File: config.mk
export PLATFORM = sky130hd
export DESIGN_NAME = cpu_clock_step_breakpoint_controller_flat
export DESIGN_NICKNAME = d
export VERILOG_FILES = /design/src/rtl/core/ccsb_pkg.sv /design/src/rtl/core/ccsb_if.sv /design/src/rtl/core/ccsb_step.sv /design/src/rtl/core/cpu_clock_step_breakpoint_controller.sv /design/src/flat_wrapper.sv
export VERILOG_INCLUDE_DIRS = /design/src /design/src/rtl/core
export SDC_FILE = /design/constraint.sdc
export NUM_CORES = 1
export LEC_CHECK = 0
export BUFFER_PORTS_ARGS = -buffer_cell sky130_fd_sc_hd__buf_2
export CAP_MARGIN = 40
export CORE_MARGIN = 4
export CORE_UTILIZATION = 52
export DETAILED_ROUTE_END_ITERATION = 10
export MAX_ROUTING_LAYER = met4
export PLACE_DENSITY = 0.82
export SETUP_SLACK_MARGIN = 0.02
export SLEW_MARGIN = 0
export SYNTH_ARGS = -nofsm -noshare
export SYNTH_HDL_FRONTEND = slang
export SYNTH_SLANG_ARGS = --single-unit
File: constraint.sdc
create_clock -name clk -period 7.2 [get_ports clk]
set_clock_uncertainty 0.1 [all_clocks]
set_input_delay 0.36 -clock clk [delete_from_list [all_inputs] [get_ports clk]]
set_output_delay 0.36 -clock clk [all_outputs]
set_load 0.01 [all_outputs]
File: src/rtl/core/cpu_clock_step_breakpoint_controller_macros.svh
// Assertion macros shared by the clock step controller RTL.
`ifndef CPU_CLOCK_STEP_BREAKPOINT_CONTROLLER_MACROS_SVH
`define CPU_CLOCK_STEP_BREAKPOINT_CONTROLLER_MACROS_SVH

// Check that cons holds in the same cycle as ante.
`define CCSB_ASSERT_SAME(label, clk, rst_n, ante, cons, msg) \
	label: assert property (@(posedge clk) disable iff (!rst_n) (ante) |-> (cons)) \
		else $error(msg);

// Check that cons holds in the cycle after ante.
`define CCSB_ASSERT_NEXT(label, clk, rst_n, ante, cons, msg) \
	label: assert property (@(posedge clk) disable iff (!rst_n) (ante) |=> (cons)) \
		else $error(msg);

`endif

File: src/rtl/core/ccsb_pkg.sv
// Package: types and constants of the clock step controller.
`timescale 1ns / 1ps
package ccsb_pkg;

	// Bit positions of the active-low control lines
	localparam int unsigned CE_ROM_BIT = 0;
	localparam int unsigned OE_BIT     = 1;

	localparam int unsigned PADDR_W = 4;

	typedef enum logic [1:0] {
		MODE_TICK  = 2'd0,
		MODE_START = 2'd1,
		MODE_STOP  = 2'd2,
		MODE_STEP  = 2'd3
	} mode_t;

	typedef enum logic [1:0] {
		REG_BP_ADDR = 2'd0,
		REG_BP_EN   = 2'd1,
		REG_MON_OFF = 2'd2
	} cfg_reg_t;

	typedef enum logic [3:0] {
		PH_LOW_EDGE  = 4'b0001,
		PH_LOW_HOLD  = 4'b0010,
		PH_HIGH_EDGE = 4'b0100,
		PH_HIGH_HOLD = 4'b1000
	} phase_t;

	typedef struct packed {
		mode_t       mode;
		logic [15:0] address;
		logic [7:0]  control;
		logic [7:0]  data_bus;
	} cmd_item_t;

	typedef struct packed {
		logic        clock_level;
		logic [1:0]  clock_phase;
		logic        drive_rom_data;
		logic        is_running;
		logic [1:0]  monitor_count;
		logic [7:0]  monitor_control;
		logic [15:0] monitor_address;
		logic [7:0]  monitor_data;
		logic        breakpoint_hit;
	} res_item_t;

	typedef struct packed {
		logic [15:0] bp_address;
		logic        bp_enable;
		logic        monitor_off;
	} cfg_t;

	typedef struct packed {
		phase_t phase;
		logic   clock_out;
		logic   rom_driving;
		logic   running;
		logic   run_requested;
		logic   step_pending;
		logic   ticking;
	} ctl_state_t;

	// Map the one-hot phase onto its numeric code
	function automatic logic [1:0] phase_code(input phase_t ph);
		logic [1:0] code;
		case (ph)
			PH_LOW_EDGE:  code = 2'd0;
			PH_LOW_HOLD:  code = 2'd1;
			PH_HIGH_EDGE: code = 2'd2;
			PH_HIGH_HOLD: code = 2'd3;
			default:      code = 2'd0;
		endcase
		return code;
	endfunction

endpackage

File: src/rtl/core/ccsb_if.sv
// Interfaces: command and result channels of the clock step controller.
`timescale 1ns / 1ps
interface ccsb_cmd_if;
	import ccsb_pkg::*;
	logic      valid;
	logic      ready;
	cmd_item_t data;

	modport source (output valid, output data, input ready);
	modport sink (input valid, input data, output ready);
endinterface

interface ccsb_res_if;
	import ccsb_pkg::*;
	logic      valid;
	logic      ready;
	res_item_t data;

	modport source (output valid, output data, input ready);
	modport sink (input valid, input data, output ready);
endinterface

File: src/rtl/core/ccsb_step.sv
// Module: next-state and result logic for one command or clock tick.
`timescale 1ns / 1ps
module ccsb_step (
	input  ccsb_pkg::cfg_t       cfg,
	input  ccsb_pkg::ctl_state_t st,
	input  ccsb_pkg::cmd_item_t  item,
	output ccsb_pkg::ctl_state_t st_next,
	output ccsb_pkg::res_item_t  res
);
	import ccsb_pkg::*;

	logic [1:0] count;
	logic       hit;
	logic       rom_select;
	logic       bp_match;

	assign rom_select = !item.control[CE_ROM_BIT] && !item.control[OE_BIT];
	assign bp_match   = cfg.bp_enable && (item.address == cfg.bp_address);

	// Advance the clock phase or apply a command
	always_comb begin
		st_next = st;
		count   = 2'd0;
		hit     = 1'b0;
		case (item.mode)
			MODE_TICK: begin
				if (st.ticking) begin
					case (st.phase)
						PH_LOW_EDGE: begin
							st_next.clock_out   = 1'b0;
							st_next.rom_driving = 1'b0;
							if (!st.run_requested) begin
								st_next.ticking = 1'b0;
								st_next.running = 1'b0;
							end else if (st.running && st.step_pending) begin
								// single step done: the stepped clock period is complete, so halt
								st_next.ticking      = 1'b0;
								st_next.running      = 1'b0;
								st_next.step_pending = 1'b0;
							end else begin
								st_next.running = 1'b1;
								st_next.phase   = PH_LOW_HOLD;
							end
						end
						PH_LOW_HOLD: begin
							st_next.phase = PH_HIGH_EDGE;
						end
						PH_HIGH_EDGE: begin
							st_next.clock_out = 1'b1;
							if (rom_select) begin
								st_next.rom_driving = 1'b1;
							end
							st_next.phase = PH_HIGH_HOLD;
						end
						PH_HIGH_HOLD: begin
							if (!cfg.monitor_off || st.step_pending) begin
								count = count + 2'd1;
							end
							if (bp_match) begin
								if (cfg.monitor_off) begin
									count = count + 2'd1;
								end
								st_next.run_requested = 1'b0;
								hit = 1'b1;
							end
							st_next.phase = PH_LOW_EDGE;
						end
						default: begin
							st_next.phase = PH_LOW_EDGE;
						end
					endcase
				end
			end
			MODE_START: begin
				st_next.run_requested = 1'b1;
				st_next.ticking       = 1'b1;
			end
			MODE_STOP: begin
				st_next.run_requested = 1'b0;
			end
			MODE_STEP: begin
				st_next.running       = 1'b0;
				st_next.step_pending  = 1'b1;
				st_next.run_requested = 1'b1;
				st_next.ticking       = 1'b1;
			end
			default: begin
				st_next = st;
			end
		endcase
	end

	// Build the result beat; zero the record when none is reported
	always_comb begin
		res.clock_level     = st_next.clock_out;
		res.clock_phase     = phase_code(st_next.phase);
		res.drive_rom_data  = st_next.rom_driving;
		res.is_running      = st_next.running;
		res.monitor_count   = count;
		res.monitor_control = (count != 2'd0) ? item.control  : 8'd0;
		res.monitor_address = (count != 2'd0) ? item.address  : 16'd0;
		res.monitor_data    = (count != 2'd0) ? item.data_bus : 8'd0;
		res.breakpoint_hit  = hit;
	end

endmodule

File: src/rtl/core/cpu_clock_step_breakpoint_controller.sv
// Top level: debug clock step controller with breakpoint and bus monitor.
//
// Usage: the cmd channel takes one beat per clock tick or command (mode 0
// tick, 1 start, 2 stop, 3 single step) together with the sampled address,
// control lines and data byte. The res channel returns one beat for every
// cmd beat, in order: CPU clock level, phase, ROM drive enable, run state,
// monitor record count and fields, and the breakpoint hit flag.
// Registers (breakpoint address, breakpoint enable, monitor off) sit on the
// APB port at byte addresses 0, 4 and 8; write them only while no beat is
// in flight.
// Path: a cmd beat sits in the input register, its result in the result
// register that drives res. Throughput: one beat per cycle while res is
// taken, set by the single input and result registers of the step logic.
// Reset: all control state and registers clear; the clock line is low,
// the CPU halted and ticking disabled.
// Stall: when res is not taken, the result register holds and the input
// register fills; cmd.ready drops once both are full.
`timescale 1ns / 1ps
`include "cpu_clock_step_breakpoint_controller_macros.svh"
module cpu_clock_step_breakpoint_controller (
	input  logic                          clk,
	input  logic                          arst_n,
	ccsb_cmd_if.sink                      cmd,
	ccsb_res_if.source                    res,
	input  logic                          psel,
	input  logic                          penable,
	input  logic                          pwrite,
	input  logic [ccsb_pkg::PADDR_W-1:0]  paddr,
	input  logic [31:0]                   pwdata,
	output logic [31:0]                   prdata,
	output logic                          pready
);
	import ccsb_pkg::*;

	cfg_t       cfg_q;
	ctl_state_t state_q;
	ctl_state_t state_next;
	cmd_item_t  item_s1;
	logic       valid_s1;
	res_item_t  res_s2;
	res_item_t  res_next;
	logic       valid_s2;
	logic       advance;
	logic       cfg_write;
	cfg_reg_t   reg_sel;

	// Register port
	assign pready    = 1'b1;
	assign reg_sel   = cfg_reg_t'(paddr[3:2]);
	assign cfg_write = psel && penable && pwrite && pready;

	always_ff @(posedge clk or negedge arst_n) begin
		if (!arst_n) begin
			cfg_q <= '0;
		end else if (cfg_write) begin
			case (reg_sel)
				REG_BP_ADDR: cfg_q.bp_address  <= pwdata[15:0];
				REG_BP_EN:   cfg_q.bp_enable   <= pwdata[0];
				REG_MON_OFF: cfg_q.monitor_off <= pwdata[0];
				default:     cfg_q <= cfg_q;
			endcase
		end
	end

	always_comb begin
		case (reg_sel)
			REG_BP_ADDR: prdata = {16'd0, cfg_q.bp_address};
			REG_BP_EN:   prdata = {31'd0, cfg_q.bp_enable};
			REG_MON_OFF: prdata = {31'd0, cfg_q.monitor_off};
			default:     prdata = 32'd0;
		endcase
	end

	// Move a beat from the input register into the result register
	assign advance   = valid_s1 && (!valid_s2 || res.ready);
	assign cmd.ready = !valid_s1 || advance;

	always_ff @(posedge clk or negedge arst_n) begin
		if (!arst_n) begin
			valid_s1 <= 1'b0;
		end else if (cmd.valid && cmd.ready) begin
			valid_s1 <= 1'b1;
		end else if (advance) begin
			valid_s1 <= 1'b0;
		end
	end

	always_ff @(posedge clk) begin
		if (cmd.valid && cmd.ready) begin
			item_s1 <= cmd.data;
		end
	end

	ccsb_step u_step (
		.cfg     (cfg_q),
		.st      (state_q),
		.item    (item_s1),
		.st_next (state_next),
		.res     (res_next)
	);

	// Commit controller state with each beat that advances
	always_ff @(posedge clk or negedge arst_n) begin
		if (!arst_n) begin
			state_q.phase         <= PH_LOW_EDGE;
			state_q.clock_out     <= 1'b0;
			state_q.rom_driving   <= 1'b0;
			state_q.running       <= 1'b0;
			state_q.run_requested <= 1'b0;
			state_q.step_pending  <= 1'b0;
			state_q.ticking       <= 1'b0;
		end else if (advance) begin
			state_q <= state_next;
		end
	end

	// Hold the result until the sink takes it
	always_ff @(posedge clk or negedge arst_n) begin
		if (!arst_n) begin
			valid_s2 <= 1'b0;
		end else if (advance) begin
			valid_s2 <= 1'b1;
		end else if (res.ready) begin
			valid_s2 <= 1'b0;
		end
	end

	always_ff @(posedge clk) begin
		if (advance) begin
			res_s2 <= res_next;
		end
	end

	assign res.valid = valid_s2;
	assign res.data  = res_s2;

	// Checks
	`CCSB_ASSERT_SAME(a_phase_onehot, clk, arst_n, 1'b1, $onehot(state_q.phase),
		"phase register lost its one-hot code")
	`CCSB_ASSERT_SAME(a_idle_at_low_edge, clk, arst_n, !state_q.ticking,
		state_q.phase == PH_LOW_EDGE, "ticking stopped away from the low edge")
	`CCSB_ASSERT_SAME(a_hit_ends_cycle, clk, arst_n, valid_s2 && res_s2.breakpoint_hit,
		(res_s2.clock_phase == 2'd0) && (res_s2.monitor_count != 2'd0),
		"breakpoint hit without a record or outside the high hold")
	`CCSB_ASSERT_NEXT(a_stop_on_hit, clk, arst_n, advance && res_next.breakpoint_hit,
		!state_q.run_requested, "breakpoint hit left the run request set")

endmodule

File: src/flat_wrapper.sv
// flat-port wrapper written by rule: the top's interface ports become plain ports
module cpu_clock_step_breakpoint_controller_flat import ccsb_pkg::*;
  (clk, arst_n, psel, penable, pwrite, paddr, pwdata, prdata, pready, cmd_valid, cmd_data, cmd_ready, res_valid, res_data, res_ready);
  ccsb_cmd_if cmd_i ();
  ccsb_res_if res_i ();
  input  logic clk;
  input  logic arst_n;
  input  logic psel;
  input  logic penable;
  input  logic pwrite;
  input  logic [ccsb_pkg::PADDR_W-1:0] paddr;
  input  logic [31:0] pwdata;
  output logic [31:0] prdata;
  output logic pready;
  input wire logic [$bits(cmd_i.valid)-1:0] cmd_valid;
  input wire logic [$bits(cmd_i.data)-1:0] cmd_data;
  output wire logic [$bits(cmd_i.ready)-1:0] cmd_ready;
  output wire logic [$bits(res_i.valid)-1:0] res_valid;
  output wire logic [$bits(res_i.data)-1:0] res_data;
  input wire logic [$bits(res_i.ready)-1:0] res_ready;
  assign cmd_i.valid = cmd_valid;
  assign cmd_i.data = cmd_data;
  assign cmd_ready = cmd_i.ready;
  assign res_valid = res_i.valid;
  assign res_data = res_i.data;
  assign res_i.ready = res_ready;
  cpu_clock_step_breakpoint_controller u_core (.clk(clk), .arst_n(arst_n), .cmd(cmd_i), .res(res_i), .psel(psel), .penable(penable), .pwrite(pwrite), .paddr(paddr), .pwdata(pwdata), .prdata(prdata), .pready(pready));
endmodule
-- After elaboration in Yosys (flattened, before gate mapping)
Cells that the tools add are included.
W data, S select, Z words.
- eq/ne operators: 19
- muxes and demuxes: 36
- add/sub/neg operators: 1
- reductions and logical operators: 30
- operator list (kind ; count):
    $pmux W16 S3 ; 1
    $mux W2 ; 10
    $eq A16 B16 Y1 ; 1
    $mux W1 ; 14
    $pmux W4 S3 ; 1
    $mux W10 ; 1
    $reduce_bool A2 Y1 ; 5
    $eq A4 B2 Y1 const B ; 2
    $eq A4 B3 Y1 const B ; 2
    $eq A4 B4 Y1 const B ; 2
    $mux W4 ; 2
    $ne A2 B1 Y1 const B ; 4
    $reduce_and A2 Y1 ; 4
    $logic_and A1 B1 Y1 ; 7
    $eq A2 B2 Y1 const B ; 3
    $mux W6 ; 1
    $pmux W1 S2 ; 3
    $pmux W2 S3 ; 1
    $reduce_and A6 Y1 ; 1
    $logic_not A1 Y1 ; 5
    $eq A2 B1 Y1 const B ; 2
    $eq A4 B1 Y1 const B ; 1
    $logic_not A2 Y1 ; 2
    $ne A2 B2 Y1 const B ; 2
    other kinds (7) ; 9
- output and inout port bits: 75
- word-level logic and storage cells: 111
- input port bits: 77
- register bits: 104

-- Longest topological paths before layout
Gate-level depths: netlist (run 1).
- word-level depth: 13
- mapped depth: 9
- depth with buffers taken out: 7

-- Hierarchy
Synthesis (run 1) repeated with hierarchy kept, for this count alone.
- cells, all modules: 346
- area total of the unflattened synthesis: 4647.0 µm²
- modules (own cells, without submodules) (module ; seq. area each (µm²) ; cells an instance ; instances ; area each (µm²)):
    cpu_clock_step_breakpoint_controller ; 2974.1 ; 184 ; 1 ; 3692.3
    ccsb_step ; 0.0 ; 162 ; 1 ; 954.7

-- Least setup slack after synthesis (run 1)
No wires, ideal clock.
- path type: reg-to-reg
- from: reg u_core.valid_s2, in the netlist u_core.res.valid
- to: reg u_core.state_q[2] in the netlist's numbering
- stages on the path, launching flop included: 7
- buffers on the path: 0
- data required time: 7.021 ns
- slack: 4.868 ns
- arrival: 2.153 ns
- library setup time: 0.079 ns
- clock period less this slack: 2.332 ns
- cells stage by stage: dfrtp_1 nand2b_1 nand2_1 inv_1 nand3_1 nor4_1 mux2i_1
- longest elaborated chain between the ends: 4
- RTL lines (element ; RTL line ; source):
    from (decl) ; cpu_clock_step_breakpoint_controller.sv:42 ; logic valid_s2;
    from (signal assigned) ; cpu_clock_step_breakpoint_controller.sv:120 ; valid_s2 <= 1'b0;
    from (signal assigned) ; cpu_clock_step_breakpoint_controller.sv:122 ; valid_s2 <= 1'b1;
    from (signal assigned) ; cpu_clock_step_breakpoint_controller.sv:124 ; valid_s2 <= 1'b0;
    $logic_not A1 Y1 ; cpu_clock_step_breakpoint_controller.sv:75 ; assign advance = valid_s1 && (!valid_s2 || res.ready);
    $logic_or A1 B1 Y1 ; cpu_clock_step_breakpoint_controller.sv:75 ;
    $logic_and A1 B1 Y1 ; cpu_clock_step_breakpoint_controller.sv:75 ;
    via u_core.advance ; cpu_clock_step_breakpoint_controller.sv:43 ; logic advance;
    $reduce_and A4 Y1 (no line) ; -- ;
    to (signal assigned) ; cpu_clock_step_breakpoint_controller.sv:113 ; state_q <= state_next;
    to (decl) ; cpu_clock_step_breakpoint_controller.sv:36 ; ctl_state_t state_q;
The timed path passes the listed nets, and every way through them passes these cells.
A chain may end at the register's enable or synchronous reset.

-- Final worst setup path (run 1)
- from: reg u_core.item_s1[30] in the netlist's numbering
- to: reg u_core.res_s2 (netlist bit u_core.res.data[2]) (data pin)
- longest elaborated chain between the ends: 7
- RTL lines (element ; RTL line ; source):
    from (decl) ; cpu_clock_step_breakpoint_controller.sv:38 ; cmd_item_t item_s1;
    from (signal assigned) ; cpu_clock_step_breakpoint_controller.sv:90 ; item_s1 <= cmd.data;
    $eq A16 B16 Y1 ; ccsb_step.sv:18 ; assign bp_match = cfg.bp_enable && (item.address == cfg.bp_address);
    $logic_and A1 B1 Y1 ; ccsb_step.sv:18 ;
    $mux W2 ; ccsb_step.sv:59 ; if (bp_match) begin
    $mux W2 ; ccsb_step.sv:28 ; case (st.phase)
    $mux W2 ; ccsb_step.sv:27 ; if (st.ticking) begin
    $mux W2 ; ccsb_step.sv:25 ; case (item.mode)
    $reduce_bool A2 Y1 ; ccsb_step.sv:102 ; res.monitor_data = (count != 2'd0) ? item.data_bus : 8'd0;
    to (signal assigned) ; cpu_clock_step_breakpoint_controller.sv:130 ; res_s2 <= res_next;
    to (decl) ; cpu_clock_step_breakpoint_controller.sv:40 ; res_item_t res_s2;
No other way between the ends.

==> metrics.md, run 1 <==
| Metric | Value |
|---|---|
| Syn_area_per_cell | `13.1 um^2` |
| Status | `complete, no violations` |
| Final HPWL from detailed placement | `6840 um` |
| CP Launch Point | `u_core.item_s1[30]$_DFFE_PP_` |
| Sequential fraction of the synthesis area | `0.656` |
| GPL Wtd Cong | `0.907` |
| RSZ-0062 raised after global routing | `false` |
| Post-route ant nets | `0` |
| CTS max path bufs | `2` |
| Largest net degree at the start of global routing | `38` |
| FMAX | `434 MHz` |
| Synth cell count leaders | `74 x edfxtp_1, 43 x nand2_1, 38 x nor2_1` |
| Die height | `101 um` |
| Pwr dens | `255 nW/um^2` |
| Drt total wl | `9180 um` |
| CP Capture Point | `u_core.res.data[2]$_SDFFCE_PN0P_` |
| Row count | `33` |
| Dpl ws | `4.91 ns` |
| Synth area leader | `edfxtp_1` |
| Largest delay share family, worst path | `simple AND/OR/NAND/NOR gates` |
| Final-report hold violation count | `0` |
| Hold crit path type | `in2reg` |
| Clk sinks | `104` |
| Worst path required time | `7.31 ns` |
| Asr flop ratio synth | `0.288` |
| Hold_buf cts | `1` |
| Critical Path Stages | `6` |
| Share of layout cells above drive strength 1 | `0.353` |
| Buf/Inv on CP | `1` |
| 1st-pass router iterations | `4` |
| Post-synth EDFFs | `74` |
| Tightest Pin Transition | `0.848 ns` |
| Synthesized cell area | `4530 um^2` |
| Synth top area share | `0.490` |
| CTS tree | `yes` |
| Mapped Cells | `347` |
| Tmin final | `2.31 ns` |
| Total power | `1.37 mW` |
| Slew margin rel. | `0.433` |
| H-Tree Depth | `3` |
| CP Class | `reg2reg` |
| Antenna violations before repair | `0` |
| Critical Path End Type | `flop` |
| Clock Pin Slew Worst Setup and Hold Paths | `0.11 ns` |
| Insertion delay to the later sink of the worst-skew pair | `0.37 ns` |
| I/O Buffers | `116` |
| CTS buffer count | `9` |
| R2R Path Start | `u_core.item_s1[30]$_DFFE_PP_` |
| Endpoints failing setup | `0` |
| Fin nets | `546` |
| DRC | `0` |
| Ys flop type | `edfxtp_1` |
| Synth top area cells | `edfxtp_1 49%, dfrtp_1 16%, mux2_2 4.5%, nand2_1 3.6%, nor2_1 3.1%` |
| Area added between synthesis and finish | `18.7%` |
| Initial DRC Count | `106` |
| CORE AREA | `8340 um^2` |
| Register bit count reported by yosys | `104` |
| Yosys Warn Count | `0` |
| Critical Path Fanout Max | `19` |
| CP cell instances | `xor2_1 > nor4_4 > nand3_2 > o31a_1 > buf_4 > nor3b_2` |
| Final TNS setup | `0 ns` |
| Lkg Pwr | `2.30 nW` |
| GRT Resource Usage Total | `0.187` |
| Starting density of the core | `0.544` |
| R2R Setup Slk | `4.89 ns` |
| Crit-path max cell delay | `0.46 ns` |
| Max stage delay cell, worst path | `o31a_1` |
| Postcts setup bufs | `0` |
| Die ar. | `10300 um^2` |
| DR vias | `2947` |
| Worst-case reg-to-reg path depth | `6` |
| Post-cts resize count | `0` |
| Final Cycle Share | `0.320` |
| Fin worst setup slack | `4.89 ns` |
| Yosys cell types | `47` |
| Worst R2R End | `u_core.res.data[2]$_SDFFCE_PN0P_` |
| Vias in the first global route | `2922` |
| Wire per inst | `15.9 um` |
| Max cap viols | `0` |
| Via density | `5.12` |
| Dpl cells | `558` |
| First-pass GRT wire length | `14100 um` |
| Critical Path Source Type | `flop` |
| Final-report max-slew violation count | `0` |
| IR drop worst, VDD | `143 uV` |
| Die Width | `101 um` |
| Global route total overflow | `0` |
| Post-Layout Cell Count | `576` |
| Clk root buf | `clkbuf_8` |
| Most common cell in the netlist | `edfxtp_1` |
| Hold Crit Start | `cmd_data[0]` |
| CP Data Arrival Time | `2.42 ns` |
| Top Ports | `152` |
==> layout make-up <==
type	instances	area, um^2
Timing Repair Buffer	121	653
Sequential cell	104	2970
Tap cell	105	131
Fill cell	673	2960
Antenna cell	1	2.50
Inverter	4	15.0
Clock inverter	7	72.6
Clock buffer	9	124
Multi-Input combinational cell	225	1410
==> cells in the final DEF (no fill, tap or decap), types with 2 or more instances in the layout <==
master | Yosys | final
edfxtp_1 | 74 | 74
nor4_4 | 2 | 2
inv_1 | 4 | 3
buf_4 | 18 | 2
dfrtp_1 | 29 | 29
a21oi_1 | 5 | 5
a31oi_1 | 2 | 2
clkbuf_8 | 0 | 9
and3_1 | 2 | 2
nor3_2 | 2 | 2
nand3_1 | 4 | 4
and2_1 | 19 | 18
nand2b_1 | 6 | 6
nand3b_1 | 3 | 3
a21boi_0 | 2 | 2
mux2i_1 | 3 | 3
nor3b_1 | 4 | 4
xnor2_1 | 9 | 9
inv_6 | 0 | 2
nor4_1 | 2 | 2
nor2_1 | 38 | 38
or4_1 | 2 | 2
nand2_1 | 43 | 43
o21ai_0 | 6 | 6
buf_2 | 7 | 116
a21o_1 | 2 | 2
nor3_1 | 3 | 3
mux2_2 | 18 | 18
conb_1 | 2 | 17
inv_8 | 0 | 2
ha_1 | 4 | 4
xor2_1 | 8 | 8
nor3b_2 | 2 | 2
o31ai_1 | 4 | 4
==> registers in the layout, summed over array words and instances, names as in the netlist <==
| signal | flops |
|---|---|
| u_core.res.data | 40 |
| u_core.item_s1 | 34 |
| u_core.cfg_q | 18 |
| u_core.state_q | 10 |
| u_core.res.valid | 1 |
| u_core.valid_s1 | 1 |
==> power breakdown <==
group / switching (mW) / total, mW / leakage [nW] / internal [mW]
Combinational: 0.131 / 0.238 / 1.11 / 0.107
Sequential: 0.0614 / 0.782 / 1.09 / 0.720
Clock: 0.216 / 0.352 / 0.0970 / 0.137
Total: 0.408 / 1.37 / 2.30 / 0.964
==> worst min-delay path by stage <==
stage                                    to  slack [ns]  cells after the start
6_report        u_core.item_s1[0]$_DFFE_PP_        0.06                      1
3_5_place_dp    u_core.valid_s1$_DFFE_PN0P_        0.35                      1
3_3_place_gp   u_core.res.valid$_DFFE_PN0P_        0.34                      1
5_1_grt        u_core.item_s1[13]$_DFFE_PP_        0.03                      1
2_1_floorplan   u_core.cfg_q[0]$_DFFE_PN0P_       -0.04                      0
4_1_cts         u_core.item_s1[0]$_DFFE_PP_        0.04                      1
==> per-layer routing <==
metal / vias to the layer above / track usage / part of all wire
met5: - / - / 0
met4: 0 / 0.0603 / 0.014
met3: 14 / 0.0399 / 0.059
met2: 96 / 0.312 / 0.52
met1: 1420 / 0.227 / 0.41
li1: 1417 / - / -
==> worst register-to-register path, cell delays in order (launching register included) <==
cell and delay (ns):
edfxtp_1 0.43, xor2_1 0.19, nor4_4 0.35, nand3_2 0.15, o31a_1 0.46, buf_4 0.30, nor3b_2 0.18
==> cell families after synthesis <==
| logic type | after synthesis | share of synthesized area |
|---|---|---|
| simple gates | 139 | 0.162 |
| xor+xnor | 17 | 0.0328 |
| other cells | 2 | 0.00166 |
| buf+inv | 33 | 0.0458 |
| flops | 104 | 0.656 |
| compound gates | 27 | 0.0392 |
| mux | 21 | 0.0513 |
| fa+ha+maj | 4 | 0.0110 |
==> stage by stage <==
stage / instance area (um^2) / utilization / hold WS (ns)
final: 5380 / 0.645 / 0.0552
after global routing: 5380 / 0.645 / 0.0269
after CTS: 5380 / 0.645 / 0.0436
after detailed placement: 5170 / 0.620 / 0.350
after global placement: 5120 / 0.614 / 0.338
after floorplan: 4590 / - / -0.0356
(Power assumes the default switching activity.)
==> run 2: changes to the inputs <==
Settings changed: ABC_AREA from default to 1, CORE_UTILIZATION 52 to 46, PLACE_DENSITY 0.82 to 0.77.
Clock period 7.2 ns to 2 ns, I/O delays scaled along.
==> metrics.md, run 2 <==
| Metric | Value |
|---|---|
| Status | `complete, no violations (unchanged)` |
| Fillers | `820 (was 673)` |
| Max stage delay cell, worst path | `dfrtp_1 (was o31a_1)` |
| Largest net degree at the start of global routing | `48 (was 38)` |
| Vias in the first global route | `3681 (was 2922)` |
| Fin nets | `711 (was 546)` |
| Met2 Track Usage GR | `0.325 (was 0.312)` |
| CTS tree | `yes (unchanged)` |
| DRC | `0 (unchanged)` |
| Lkg Pwr | `2.90 nW (was 2.30 nW)` |
| Hold crit path type | `in2reg (unchanged)` |
| Initial DRC Count | `201 (was 106)` |
| CTS buffer count | `9 (unchanged)` |
| H-Tree Depth | `3 (unchanged)` |
| Share of layout cells above drive strength 1 | `0.238 (was 0.353)` |
| Post-synth EDFFs | `74 (unchanged)` |
| R2R Path Start | `u_core.cfg_q[12]$_DFFE_PN0P_ (was u_core.item_s1[30]$_DFFE_PP_)` |
| Slew margin rel. | `0.530 (was 0.433)` |
| Most Used Layer, Global Route | `met2 (unchanged)` |
| Fin area | `6050 um^2 (was 5380 um^2)` |
| Clock Pin Slew Worst Setup and Hold Paths | `0.10 ns (was 0.11 ns)` |
| Die ar. | `11600 um^2 (was 10300 um^2)` |
| Antenna violations before repair | `0 (unchanged)` |
| Hold Crit Start | `penable (was cmd_data[0])` |
| Area added between synthesis and finish | `32.5% (was 18.7%)` |
| Buf/Inv on CP | `1 (unchanged)` |
| Insertion delay to the later sink of the worst-skew pair | `0.37 ns (about the same)` |
| Final-report hold violation count | `0 (unchanged)` |
| Register bit count reported by yosys | `104 (unchanged)` |
| CORE AREA | `9730 um^2 (was 8340 um^2)` |
| Via density | `4.68 (was 5.12)` |
| Synth top area cells | `edfxtp_1 49%, dfrtp_1 16%, nor2_1 6.5%, inv_1 6.0%, nand2_1 6.0% (was edfxtp_1 49%, dfrtp_1 16%, mux2_2 4.5%, nand2_1 3.6%, nor2_1 3.1%)` |
| Clk root buf | `clkbuf_8 (unchanged)` |
| Largest delay share family, worst path | `simple AND/OR/NAND/NOR gates (unchanged)` |
| Endpoints failing setup | `0 (unchanged)` |
| DR vias | `3591 (was 2947)` |
| Mapped Cells | `449 (was 347)` |
| CP cell instances | `inv_1 > nand2_1 > o21ai_0 > or2_2 > nor3_1 > nand4_1 > nor2_1 (was xor2_1 > nor4_4 > nand3_2 > o31a_1 > buf_4 > nor3b_2)` |
| Postcts setup bufs | `0 (unchanged)` |
| Max cap viols | `0 (unchanged)` |
| Max reg flops | `40 (unchanged)` |
| Synth top area share | `0.486 (was 0.490)` |
| Top Ports | `152 (unchanged)` |
| Die Width | `108 um (was 101 um)` |
| Pwr dens | `902 nW/um^2 (was 255 nW/um^2)` |
| Final Cycle Share | `0.911 (was 0.320)` |
| Worst path required time | `2.10 ns (was 7.31 ns)` |
| IR drop worst, VDD | `436 uV (was 143 uV)` |
| Most frequent cells in the layout | `116 x buf_2, 79 x nor2_1, 74 x edfxtp_1 (was 116 x buf_2, 74 x edfxtp_1, 43 x nand2_1)` |
| Asr flop ratio synth | `0.288 (unchanged)` |
| GPL Wtd Cong | `0.892 (was 0.907)` |
| Crit-path max cell delay | `0.38 ns (was 0.46 ns)` |
| Yosys Warn Count | `0 (unchanged)` |
| I/O Buffers | `116 (unchanged)` |
| First-pass GRT wire length | `16800 um (was 14100 um)` |
| Met3 GRT Util | `0.0324 (was 0.0399)` |
| CP Data Arrival Time | `1.92 ns (was 2.42 ns)` |
| Placed instance area | `5270 um^2 (was 5170 um^2)` |
| RSZ-0062 raised after global routing | `false (unchanged)` |
| CP Class | `reg2reg (unchanged)` |
| Post-route ant nets | `0 (unchanged)` |
| CP Launch Point | `u_core.cfg_q[12]$_DFFE_PN0P_ (was u_core.item_s1[30]$_DFFE_PP_)` |
| Syn_area_per_cell | `10.2 um^2 (was 13.1 um^2)` |
| Die height | `108 um (was 101 um)` |
| M1 GR Usage | `0.229 (was 0.227)` |
| Synth cell count leaders | `79 x nor2_1, 74 x edfxtp_1, 73 x inv_1, 73 x nand2_1, 29 x dfrtp_1 (was 74 x edfxtp_1, 43 x nand2_1, 38 x nor2_1)` |
| Final HPWL from detailed placement | `7100 um (was 6840 um)` |
| Most common cell in the netlist | `nor2_1 (was edfxtp_1)` |
| Starting density of the core | `0.470 (was 0.544)` |
| Most common cell after layout, fill and taps aside | `buf_2 (unchanged)` |
| Critical Path Fanout Max | `3 (was 19)` |
| Tightest Pin Transition | `0.704 ns (was 0.848 ns)` |
| 1st-pass router iterations | `6 (was 4)` |
| Clk sinks | `104 (unchanged)` |
| Final-report max-slew violation count | `0 (unchanged)` |
| Critical Path Source Type | `flop (unchanged)` |
| Ys flop type | `edfxtp_1 (unchanged)` |
| Sequential fraction of the synthesis area | `0.651 (was 0.656)` |
| FMAX | `549 MHz (was 434 MHz)` |
| Drt total wl | `10500 um (was 9180 um)` |
| Wire per inst | `13.7 um (was 15.9 um)` |
| Ant diodes | `0 (was 1)` |
| GRT Resource Usage Total | `0.190 (was 0.187)` |
| Tmin final | `1.82 ns (was 2.31 ns)` |
| Yosys cell types | `32 (was 47)` |
| Global route total overflow | `0 (unchanged)` |
| Synth area leader | `edfxtp_1 (unchanged)` |
| Row count | `36 (was 33)` |
| Final TNS setup | `0 ns (unchanged)` |
| Critical Path End Type | `flop (unchanged)` |
| Synthesized cell area | `4570 um^2 (was 4530 um^2)` |
| CTS max path bufs | `2 (unchanged)` |
run 2: worst paths after layout:
kind	endpoint	slack, ns	cells after the start
worst max register to register	u_core.res.data[34]$_DFFE_PP_	0.18	7
worst min register to register	u_core.state_q[2]$_DFFE_PN0P_	0.42	2
min in group asynchronous	u_core.state_q[9]$_DFFE_PN0P_	0.21	2
worst min-delay path	u_core.cfg_q[0]$_DFFE_PN0P_	0.08	4
max in group asynchronous	u_core.cfg_q[7]$_DFFE_PN0P_	1.14	2
worst max-delay path	u_core.res.data[34]$_DFFE_PP_	0.18	7
run 2: cell families (layout without fill, tap and decap cells):
logic type               Yosys count  in the layout  share of synthesized area
XOR/XNOR                           5              5                    0.00958
AO/OA/AOI/OAI                     49             49                     0.0575
AND/OR/NAND/NOR                  186            186                      0.169
other                              2             17                    0.00164
buffers and inverters             99            270                      0.100
adder cells (fa/ha/maj)            4              4                     0.0110
flip-flops                       104            104                      0.651
run 2: area by class of cell:
type                    count  area [um^2]  share of cell area
clock inverters             7         80.1              0.0132
repair buffers            179         1220               0.202
clock buffers               9          124              0.0205
well taps                 133          166              0.0275
inverters                  75          283              0.0467
multi-input cells         261         1210               0.199
flip-flops and latches    104         2970               0.491
run 2: tightest hold or removal path, cell delays in order:
cell,delay [ns]
buf_2,0.09
and3_1,0.16
nand3_1,0.08
o21ai_0,0.07
run 2: repair_timing:
action | in CTS | in global routing
hold buffers | 58 | 0
hold endpoints to repair | 83 | 0
endpoints found under the setup margin | 0 | 3
resized for setup | 0 | 4
run 2: per-layer routing:
layer	routed length [um]	share of wire
met1	4360	0.42
met2	5370	0.51
met3	602	0.057
met4	151	0.014
met5	0	0
run 2: metrics by stage:
stage / power (mW) / hold slack (ns) / std cells / utilization / worst slack (ns)
6_report: 5.46 / 0.0845 / 768 / 0.622 / 0.179
5_1_grt: 5.79 / 0.108 / 768 / 0.622 / 0.0261
4_1_cts: 5.49 / 0.0644 / 769 / 0.622 / 0.0488
3_5_place_dp: 4.05 / 0.0978 / 695 / 0.542 / 0.152
3_3_place_gp: 4.01 / 0.0953 / 695 / 0.542 / 0.205
2_1_floorplan: 3.64 / -0.296 / 464 / - / 0.162
run 2: report_power, final:
part | leakage (nW) | internal [mW] | total [mW] | switching [mW]
sequential | 1.07 | 2.68 | 2.87 | 0.185
clock | 0.0964 | 0.592 | 1.35 | 0.755
combinational | 1.73 | 0.497 | 1.25 | 0.752
